`src/hci_pkg.sv`:
```
`timescale 1ns / 1ps
`default_nettype none
// ----------------------------------------------------------------------------
// hci_pkg
// Shared codes and state types for the chained hash index unit.
// ----------------------------------------------------------------------------
package hci_pkg;

    localparam int KEY_W     = 32;
    localparam int IN_VAL_W  = 32;
    localparam int ACT_W     = 2;
    localparam int STAT_W    = 2;
    localparam int CFG_W     = 9;
    localparam int USED_W    = 9;
    localparam int IN_DATA_W  = 72;
    localparam int OUT_DATA_W = 48;

    localparam logic [ACT_W-1:0] ACT_INSERT = 2'd0;
    localparam logic [ACT_W-1:0] ACT_LOOKUP = 2'd1;
    localparam logic [ACT_W-1:0] ACT_REMOVE = 2'd2;

    localparam logic [STAT_W-1:0] ST_DONE    = 2'd0;
    localparam logic [STAT_W-1:0] ST_MISSING = 2'd1;
    localparam logic [STAT_W-1:0] ST_NO_POOL = 2'd2;

    typedef enum logic [1:0] {
        F_IDLE,
        F_DIV,
        F_PUSH
    } t_front_state;

    typedef enum logic [2:0] {
        B_CLEAR,
        B_IDLE,
        B_HEAD,
        B_CHECK,
        B_ENT,
        B_EXEC,
        B_POP,
        B_ALLOC
    } t_back_state;

endpackage
`default_nettype wire

```
`src/hci_queue.sv`:
```
`timescale 1ns / 1ps
`default_nettype none
// ----------------------------------------------------------------------------
// hci_queue
// Two-entry request queue between the front and the back end.
// ----------------------------------------------------------------------------
module hci_queue #(
    parameter int PL_W = 74
) (
    input  wire logic            i_clk,
    input  wire logic            i_rst_n,
    input  wire logic            i_push,
    output logic                 o_not_full,
    input  wire logic [PL_W-1:0] i_data,
    input  wire logic            i_pop,
    output logic                 o_not_empty,
    output logic [PL_W-1:0]      o_data
);
    import hci_pkg::*;

    logic [PL_W-1:0] r_slot [2];
    logic            r_wp, r_rp;
    logic [1:0]      r_cnt;
    logic            do_push, do_pop;

    assign o_not_full  = (r_cnt != 2'd2);
    assign o_not_empty = (r_cnt != 2'd0);
    assign do_push     = i_push && o_not_full;
    assign do_pop      = i_pop && o_not_empty;
    assign o_data      = r_slot[r_rp];

    always_ff @(posedge i_clk) begin
        if (!i_rst_n) begin
            r_wp  <= 1'b0;
            r_rp  <= 1'b0;
            r_cnt <= 2'd0;
        end else begin
            if (do_push) begin
                r_wp <= !r_wp;
            end
            if (do_pop) begin
                r_rp <= !r_rp;
            end
            r_cnt <= r_cnt + {1'b0, do_push} - {1'b0, do_pop};
        end
    end

    always_ff @(posedge i_clk) begin
        if (do_push) begin
            r_slot[r_wp] <= i_data;
        end
    end

endmodule
`default_nettype wire

```
`config.mk`:
```
export PLATFORM = sky130hd
export DESIGN_NAME = hci_queue
export DESIGN_NICKNAME = d
export VERILOG_FILES = /design/src/hci_pkg.sv /design/src/hci_queue.sv
export SDC_FILE = /design/constraint.sdc
export NUM_CORES = 1
export LEC_CHECK = 0
export CAP_MARGIN = 20
export CORE_ASPECT_RATIO = 0.9
export CORE_UTILIZATION = 59
export CTS_BUF_LIST = sky130_fd_sc_hd__clkbuf_8
export CTS_CLUSTER_DIAMETER = 120
export DETAILED_ROUTE_END_ITERATION = 8
export DONT_BUFFER_PORTS = 1
export PLACE_DENSITY = 0.81
export SETUP_SLACK_MARGIN = 0.2
export SLEW_MARGIN = 30
export SYNTH_ARGS = -nofsm -noshare
export SYNTH_HDL_FRONTEND = slang
export SYNTH_SLANG_ARGS = --single-unit
```
`constraint.sdc`:
```
create_clock -name i_clk -period 2.7 [get_ports i_clk]
set_clock_uncertainty 0.15 [all_clocks]
set_input_delay 0.54 -clock i_clk [delete_from_list [all_inputs] [get_ports i_clk]]
set_output_delay 0.54 -clock i_clk [all_outputs]
set_load 0.005 [all_outputs]
```
==> impl_metrics.toml <==
[status]
outcome = "finished clean"

[flow_run]
max-cap-violations = 0

[yosys]
yosysSeqAreaShare = 0.807
netlist_instances = 260
synthArstFlopShare = 0
synth_top_cell_by_area = "edfxtp_1"
ys_top_cells_by_area = "edfxtp_1, mux2_1, dfxtp_1, buf_6, nor4bb_2"
ys_seq_elements = 153
syn-num-nets = 339
syn_area_per_cell_um2 = 21.6
synthDistinctLibCells = 26
ys.flop_type = "edfxtp_1"
syn_area_um2 = 5630
yosys_warnings = 0
synth-edff-count = 148
synth_top_area_frac = 0.790

[final_layout]
drive_gt1_frac = 0.141
multi_input_area_um2 = 1000
num-nets-final = 356
finalInstanceArea_um2 = 6180
seq_area_um2 = 4550
n_antenna_cell = 0
layout-area-overhead-vs-synth_pct = 9.85
fillers = 609

[worst_setup_path]
endpoint_kind = "output port"
critical_path_buf_inv_count = 1
crit_fanout = 28
cp.arrival_ns = 1.53
critPathKind = "reg2out"
startpoint_type = "flip-flop"
cp_slowest_cell = "mux2_1"
cpPeakStageDelay_ns = 0.41
cp_cell_sequence = "buf_4, mux2_1"
cp.required_ns = 2.01
cpLargestDelayFamily = "multiplexers"
reg2reg_setup_slack_ns = 0.70

[placed_design]
dpl_cell_area_um2 = 5770
portBuffers = 0
dpl_worst_slack_ns = 0.717
gp_congestion = 0.686
dp_hpwl_um = 5750

[die]
design.core.area_um2 = 9170
start_util = 0.614
die_x_um = 105
die_h_um = 94.7
io_pins = 154
num_rows = 33
dieArea_um2 = 9930

[global_routing]
grt_pass1_wl_um = 13200
grt_pass1_vias = 2525
grt_max_degree = 47
grt_overflow = 0
grt_usage = 0.185
grt_antenna_before_repair = 0

[sta]
tightest_slew_ns = 0.597
setup_tns_ns = 0
max_freq_mhz = 451
slew_viol_final = 0
timing.final.ws_setup_ns = 0.485
setup_viol = 0
hold_slack_ns = 0.0663
rsz0062_at_grt = "false"
hold_violations = 0
fin_crit_sh = 0.820
period_minus_slack_ns = 2.22
slew_headroom = 0.602

[cts]
ctsResizeCount = 0
cts_hold_buffers = 0
h-tree-depth = 4
cts_buffers = 17
clk_latency_ns = 0.41
clkTransAtPathRegs_ns = 0.08
cts_buffer_depth = 2
cts_root_buf = "clkbuf_8"
cts_setup_buffers = 0
clkSinkCount = 153
cts_tree = "built"

[route]
num_vias = 2352
avgViaCountPerCell = 5.71
drt-initial-drc-count = 82
ant_nets = 0
drt_first_pass_iters = 5
routedWlPerCell_um = 21.4
post-route-drc-count = 0
routed_wl_um = 8810

[power]
irDropWorstVdd_mv = 0.512
p_leak_nw = 2.03
powerDensity_nw_per_um2 = 873

[hold_path]
hp-class = "in2reg"
==> final timing paths <==
kind                            cells past startpoint                      end           startpoint
worst max-delay path                                2               o_data[17]            flip-flop
worst min-delay path                                0  r_slot[1][65]$_DFFE_PP_           i_data[65]
worst max register to register                      4  r_slot[0][21]$_DFFE_PP_  r_cnt[0]$_SDFF_PN0_
worst min register to register                      2        r_rp$_SDFFE_PN0P_    r_rp$_SDFFE_PN0P_
==> area by class of cell <==
cell class,instances,area share
Clock inverter,15,0.0287
Multi-Input combinational cell,97,0.162
Clock buffer,17,0.0378
Timing Repair Buffer,6,0.00931
Sequential cell,153,0.736
Inverter,2,0.00182
Tap cell,122,0.0247
==> kinds of logic after synthesis <==
group,count (synthesis),synth area share
AO/OA/AOI/OAI,6,0.00778
XOR/XNOR,1,0.00156
flip-flops,153,0.807
buffers and inverters,10,0.0156
AND/OR/NAND/NOR,15,0.0173
multiplexers,74,0.148
adder cells (fa/ha/maj),1,0.00222
==> Yosys cell counts (2+ instances only) <==
master    number
and3_1         2
buf_6          6
nor2_1         4
mux2_1        74
dfxtp_1        5
inv_1          2
edfxtp_1     148
==> power by group <==
part | internal (W) | total, W | switching [W] | leakage [nW]
sequential | 0.00288 | 0.00295 | 0.0000647 | 1.43
clock | 0.000920 | 0.00174 | 0.000818 | 0.205
combinational | 0.000283 | 0.000714 | 0.000431 | 0.399
==> state kept, by name, summed over array words and instances (netlist names), named ones only <==
| name | cells |
|---|---|
| r_rp | 1 |
| r_slot | 148 |
| r_wp | 1 |
| r_cnt | 2 |
==> layer usage <==
layer,track usage,up-vias,part of all wire
met2,0.307,100,0.51
met4,0.0657,0,0.0092
met1,0.200,1183,0.36
li1,-,1060,-
met3,0.107,9,0.12
met5,0,-,0
==> placed cells by master, fill, tap and decap left out, types with 3 or more instances in the layout <==
cell type	n
mux2_1	74
clkinvlp_4	5
inv_1	4
bufinv_16	3
inv_6	3
dfxtp_1	4
nor2_1	4
clkbuf_8	17
buf_4	5
edfxtp_1	148
==> through the flow <==
stage	std cells	total power, W	utilization
after floorplan	260	0.00359	-
after global placement	380	0.00370	0.630
after detailed placement	380	0.00373	0.630
after CTS	412	0.00548	0.674
after global routing	412	0.00564	0.674
final	412	0.00540	0.674
(Power assumes the default switching activity.)
