[src/hci_pkg.sv]
`timescale 1ns / 1ps
`default_nettype none
// ----------------------------------------------------------------------------
// hci_pkg
// Shared codes and state types for the chained hash index unit.
// ----------------------------------------------------------------------------
package hci_pkg;

    localparam int KEY_W     = 32;
    localparam int IN_VAL_W  = 32;
    localparam int ACT_W     = 2;
    localparam int STAT_W    = 2;
    localparam int CFG_W     = 9;
    localparam int USED_W    = 9;
    localparam int IN_DATA_W  = 72;
    localparam int OUT_DATA_W = 48;

    localparam logic [ACT_W-1:0] ACT_INSERT = 2'd0;
    localparam logic [ACT_W-1:0] ACT_LOOKUP = 2'd1;
    localparam logic [ACT_W-1:0] ACT_REMOVE = 2'd2;

    localparam logic [STAT_W-1:0] ST_DONE    = 2'd0;
    localparam logic [STAT_W-1:0] ST_MISSING = 2'd1;
    localparam logic [STAT_W-1:0] ST_NO_POOL = 2'd2;

    typedef enum logic [1:0] {
        F_IDLE,
        F_DIV,
        F_PUSH
    } t_front_state;

    typedef enum logic [2:0] {
        B_CLEAR,
        B_IDLE,
        B_HEAD,
        B_CHECK,
        B_ENT,
        B_EXEC,
        B_POP,
        B_ALLOC
    } t_back_state;

endpackage
`default_nettype wire

[src/hci_front.sv]
`timescale 1ns / 1ps
`default_nettype none
// ----------------------------------------------------------------------------
// hci_front
// Accepts requests and derives the bucket by a bit-serial restoring modulo.
// ----------------------------------------------------------------------------
module hci_front #(
    parameter int CW    = 9,
    parameter int BKT_W = 8,
    parameter int PL_W  = 74
) (
    input  wire logic                      i_clk,
    input  wire logic                      i_rst_n,
    input  wire logic                      i_valid,
    output logic                           o_ready,
    input  wire logic [hci_pkg::ACT_W-1:0] i_action,
    input  wire logic [hci_pkg::KEY_W-1:0] i_key,
    input  wire logic [hci_pkg::IN_VAL_W-1:0] i_value,
    input  wire logic [CW-1:0]             i_mod,
    input  wire logic                      i_hold,
    output logic                           o_valid,
    input  wire logic                      i_q_ready,
    output logic [PL_W-1:0]                o_payload
);
    import hci_pkg::*;

    t_front_state          r_state, n_state;
    logic [ACT_W-1:0]      r_act;
    logic [KEY_W-1:0]      r_key;
    logic [IN_VAL_W-1:0]   r_val;
    logic [KEY_W-1:0]      r_mag, n_mag;
    logic [CW-1:0]         r_rem, n_rem;
    logic [4:0]            r_cnt, n_cnt;
    logic [CW:0]           trial;

    always_ff @(posedge i_clk) begin
        if (!i_rst_n) begin
            r_state <= F_IDLE;
        end else begin
            r_state <= n_state;
        end
    end

    always_ff @(posedge i_clk) begin
        r_mag <= n_mag;
        r_rem <= n_rem;
        r_cnt <= n_cnt;
        if (i_valid && o_ready) begin
            r_act <= i_action;
            r_key <= i_key;
            r_val <= i_value;
        end
    end

    always_comb begin
        n_state = r_state;
        n_mag   = r_mag;
        n_rem   = r_rem;
        n_cnt   = r_cnt;
        o_ready = 1'b0;
        o_valid = 1'b0;
        trial   = {r_rem, r_mag[KEY_W-1]};
        case (r_state)
            F_IDLE: begin
                o_ready = !i_hold;
                if (i_valid && !i_hold) begin
                    // magnitude as unsigned: the most negative key stays 2^31
                    n_mag   = i_key[KEY_W-1] ? (~i_key + 1'b1) : i_key;
                    n_rem   = '0;
                    n_cnt   = '0;
                    n_state = F_DIV;
                end
            end
            F_DIV: begin
                n_rem = (trial >= {1'b0, i_mod}) ? CW'(trial - {1'b0, i_mod}) : CW'(trial);
                n_mag = {r_mag[KEY_W-2:0], 1'b0};
                n_cnt = r_cnt + 1'b1;
                if (r_cnt == 5'd31) begin
                    n_state = F_PUSH;
                end
            end
            F_PUSH: begin
                o_valid = 1'b1;
                if (i_q_ready) begin
                    n_state = F_IDLE;
                end
            end
            default: begin
                n_state = F_IDLE;
            end
        endcase
    end

    assign o_payload = {r_rem[BKT_W-1:0], r_val, r_key, r_act};

endmodule
`default_nettype wire

[config.mk]
export PLATFORM = sky130hd
export DESIGN_NAME = hci_front
export DESIGN_NICKNAME = d
export VERILOG_FILES = /design/src/hci_pkg.sv /design/src/hci_front.sv
export SDC_FILE = /design/constraint.sdc
export NUM_CORES = 1
export LEC_CHECK = 0
export BUFFER_PORTS_ARGS = -buffer_cell sky130_fd_sc_hd__buf_4
export CAP_MARGIN = 15
export CORE_MARGIN = 2
export CORE_UTILIZATION = 41
export CTS_BUF_LIST = sky130_fd_sc_hd__clkbuf_16
export DETAILED_ROUTE_END_ITERATION = 10
export PLACE_DENSITY = 0.66
export SETUP_SLACK_MARGIN = 0.05
export SLEW_MARGIN = 20
export SYNTH_ARGS = -nofsm -noshare
export SYNTH_HDL_FRONTEND = slang
export SYNTH_SLANG_ARGS = --single-unit
[constraint.sdc]
create_clock -name i_clk -period 6 [get_ports i_clk]
set_clock_uncertainty 0.15 [all_clocks]
set_input_delay 0 -clock i_clk [delete_from_list [all_inputs] [get_ports i_clk]]
set_output_delay 0 -clock i_clk [all_outputs]
set_load 0.05 [all_outputs]
==> flow_summary_export.csv <==
group,metric,value,unit
status,run_status,"finished, final reports clean",
timing,hold_violations,0,
pwr,cellLeakagePower,3.07,nW
floorplan,placement_rows,40,
cells_and_area,final_cell_area,7660,um2
placed_design,dp.final_hpwl,8010,um
timing,finalSetupViolations,0,
yosys,synth-edff-count,112,
floorplan,core,12200,um2
clock_network,htree_levels,4,
clock_network,tritoncts_clock_tree,"yes",
worst_hold_path,min-delay-start,"i_mod[0]",
cells_and_area,most-common-layout-cells,"sky130_fd_sc_hd__buf_4, sky130_fd_sc_hd__edfxtp_1, sky130_fd_sc_hd__dlygate4sd3_1",
timing,unrepaired_setup_endpoints_after_global_routing,"no",
floorplan,initial_utilization,42.4,%
floorplan,ios,156,
clock_network,tritoncts.num_buffers,17,
pwr,power.density_cell_area,291,nW/um2
cells_and_area,mostFrequentLayoutCell,"sky130_fd_sc_hd__buf_4",
cells_and_area,area_growth_syn_to_fin,48.6,%
cells_and_area,nNetsFinal,705,
placed_design,worst_case_setup_slack_after_placement,2920,ps
grt,vias_in_the_first_global_route,3875,
worst_setup_path,critPathCaptureType,"register",
worst_hold_path,worst_hold_path.num_cells,4,
worst_setup_path,cp_max_fo,7,
clock_network,clk_pin_slew,50,ps
timing,worst_slack,2920,ps
timing,fmax,324,MHz
detailed_routing,antenna_viol_nets_final,0,
yosys,syn_area_per_cell,13.3,um2
yosys,synth-seq-cells,114,
worst_setup_path,worstPathCellList,"inv_1 -> ha_1 -> inv_1 -> fa_1 -> a211oi_1 -> o21bai_1 -> a31oi_1 -> a41oi_1 -> buf_4 -> mux2i_1 -> nor2_1",
clock_network,ctsRootBufferMaster,"sky130_fd_sc_hd__clkbuf_16",
worst_setup_path,timing.critical_path.from,"r_mag[31]",
timing,max_slew_margin,34.4,%
yosys,synth-seq-area-share,66.1,%
worst_setup_path,critPathTopFamily,"compound AO/OA/AOI/OAI gates",
worst_setup_path,setup.worst_path.start_class,"register",
timing,setup_tns,0,ps
placed_design,routabilityCongestion,0.786,
floorplan,floorplan.die.height,116,um
cells_and_area,n_antenna_cell,0,
clock_network,cts_resized,0,
grt,pin_count_of_the_biggest_net_entering_global_routing,68,
worst_setup_path,wp_data_arrival,3070,ps
detailed_routing,routedWlPerCell,15.5,um
detailed_routing,first_pass_iters,6,
floorplan,die_x,116,um
cells_and_area,final_core_utilization,63.0,%
worst_hold_path,min-delay-path-class,"in2reg",
timing,final_max_slew_viol_count,0,
timing,final_min_period_over_clock_period,51.4,%
yosys,syn-cell-area,5150,um2
detailed_routing,drt_drc_violations_left,0,
detailed_routing,detailedRoute.firstIterationViolations,189,
worst_setup_path,criticalPathCategory,"reg2reg",
timing,max_slew.worst_pin.slew,982,ps
worst_setup_path,timing.critical_path.slowest_cell_delay,470,ps
worst_setup_path,required,5990,ps
clock_network,tritoncts_num_sinks,114,
worst_setup_path,crit_path_top_delay_cell,"sky130_fd_sc_hd__a41oi_1",
timing,finalWorstPathRequiredPeriod,3080,ps
worst_setup_path,crit_buf_inv,3,
floorplan,fp.dieArea,13500,um2
grt,first_pass_grt_wire_length,19100,um
pwr,power,0.00223,W
grt,antenna_found_initial,0,
grt,grt_usage,18.8,%
worst_setup_path,worst-r2r-setup-slack,2920,ps
yosys,synth_cells,388,
worst_setup_path,path_common_cell,"sky130_fd_sc_hd__inv_1",
yosys,async_flop_share,0,%
cells_and_area,nFillCells,972,
worst_hold_path,hold_end,"r_rem[0]",
placed_design,portBuffers,155,
detailed_routing,wirelength,12300,um
cells_and_area,drive_gt1_share,30.4,%
yosys,synth_nets,481,
worst_setup_path,crit-reg2reg-capture,"r_rem[8]",
worst_setup_path,worst-r2r-cell-count,11,
placed_design,placement.cell_area,6440,um2
flow_run,drv.max_cap_violation_count,0,
yosys,synth.yosys.warnings,0,
grt,globalRoute.totalOverflow,0,
detailed_routing,num_vias,3926,
clock_network,insertion_delay,400,ps
pwr,irDropWorstVdd,0.164,mV
clock_network,cts_max_path_buffers,2,
yosys,synth_cell_type_count,50,
yosys,ys.flop_type,"sky130_fd_sc_hd__edfxtp_1",
worst_setup_path,timing.rr.start,"r_mag[31]",
detailed_routing,routed_via_density,4.95,
worst min-delay path, stage by stage:
cell and delay, ps:
sky130_fd_sc_hd__buf_4 80, sky130_fd_sc_hd__ha_1 140, sky130_fd_sc_hd__nor2b_1 130, sky130_fd_sc_hd__a211oi_1 60
logic make-up (layout without fill, tap and decap cells):
family | Yosys count | after routing | synth area share (%)
AOI/OAI and AO/OA | 83 | 83 | 10.1
and+or+nand+nor | 97 | 97 | 9.47
muxes | 9 | 9 | 1.77
DFF | 114 | 114 | 66.1
adders and majority gates | 13 | 13 | 3.30
xor gates and xnor gates | 35 | 35 | 5.95
buffers and inverters | 37 | 274 | 3.30
synth_stat cells (all sizes together) (7+ instances only):
| library cell | number | area (um2) |
|---|---|---|
| ha | 12 | 150 |
| nor2 | 24 | 90.1 |
| inv | 15 | 56.3 |
| a21oi | 13 | 65.1 |
| o41ai | 9 | 86.3 |
| buf | 10 | 68.8 |
| xor2 | 29 | 254 |
| clkbuf | 12 | 45.0 |
| o21ai | 36 | 180 |
| mux2i | 8 | 80.1 |
| o31ai | 9 | 67.6 |
| nand2 | 33 | 124 |
| edfxtp | 112 | 3360 |
| nor2b | 7 | 43.8 |
worst max-delay path by stage:
| stage | to | slack (ps) | cells past startpoint |
|---|---|---|---|
| after floorplan | r_cnt[0] | 1430 | 3 |
| after global placement | r_rem[1] | 2990 | 11 |
| after detailed placement | r_rem[8] | 2920 | 11 |
| after CTS | r_rem[8] | 2910 | 11 |
| after global routing | r_rem[8] | 2650 | 11 |
| final | r_rem[8] | 2920 | 11 |
report_power, final:
group / switching (W) / internal (W) / total [W]
combinational: 0.000229 / 0.000159 / 0.000388
clock: 0.000324 / 0.000550 / 0.000874
sequential: 0.0000196 / 0.000949 / 0.000968
total: 0.000573 / 0.00166 / 0.00223
sequential cells by signal, indices dropped and copies added, names as in the netlist:
| register | flops |
|---|---|
| r_mag | 32 |
| r_act | 2 |
| r_state | 2 |
| r_rem | 9 |
| r_val | 32 |
| r_cnt | 5 |
| r_key | 32 |
repair_timing:
item                      CTS  global route
hold buffers               70             0
setup buffers               0             0
hold endpoints to repair  100             0
metrics by stage:
step           hold WS (ps)  cells
2_1_floorplan         -51.1    388
6_report               34.4    793
5_1_grt                62.1    793
3_3_place_gp           28.8    691
4_1_cts                22.2    793
3_5_place_dp           29.3    691
area by class of cell:
cell class | instances | area (um2) | share of cell area [%]
clock buffers | 17 | 425 | 5.56
flip-flops and latches | 114 | 3400 | 44.5
repair buffers | 227 | 1880 | 24.5
well taps | 168 | 210 | 2.75
multi-input cells | 237 | 1590 | 20.8
clock inverters | 15 | 91.3 | 1.19
inverters | 15 | 56.3 | 0.735
per-layer routing:
metal | wire length (um) | vias to the layer above | global-route usage [%]
li1 | - | 1894 | -
met1 | 5060 | 1915 | 22.3
met2 | 6470 | 102 | 32.6
met3 | 546 | 15 | 5.40
met4 | 217 | 0 | 7.30
met5 | 0 | - | 0
Note: power is estimated with default switching activity, not from simulation.
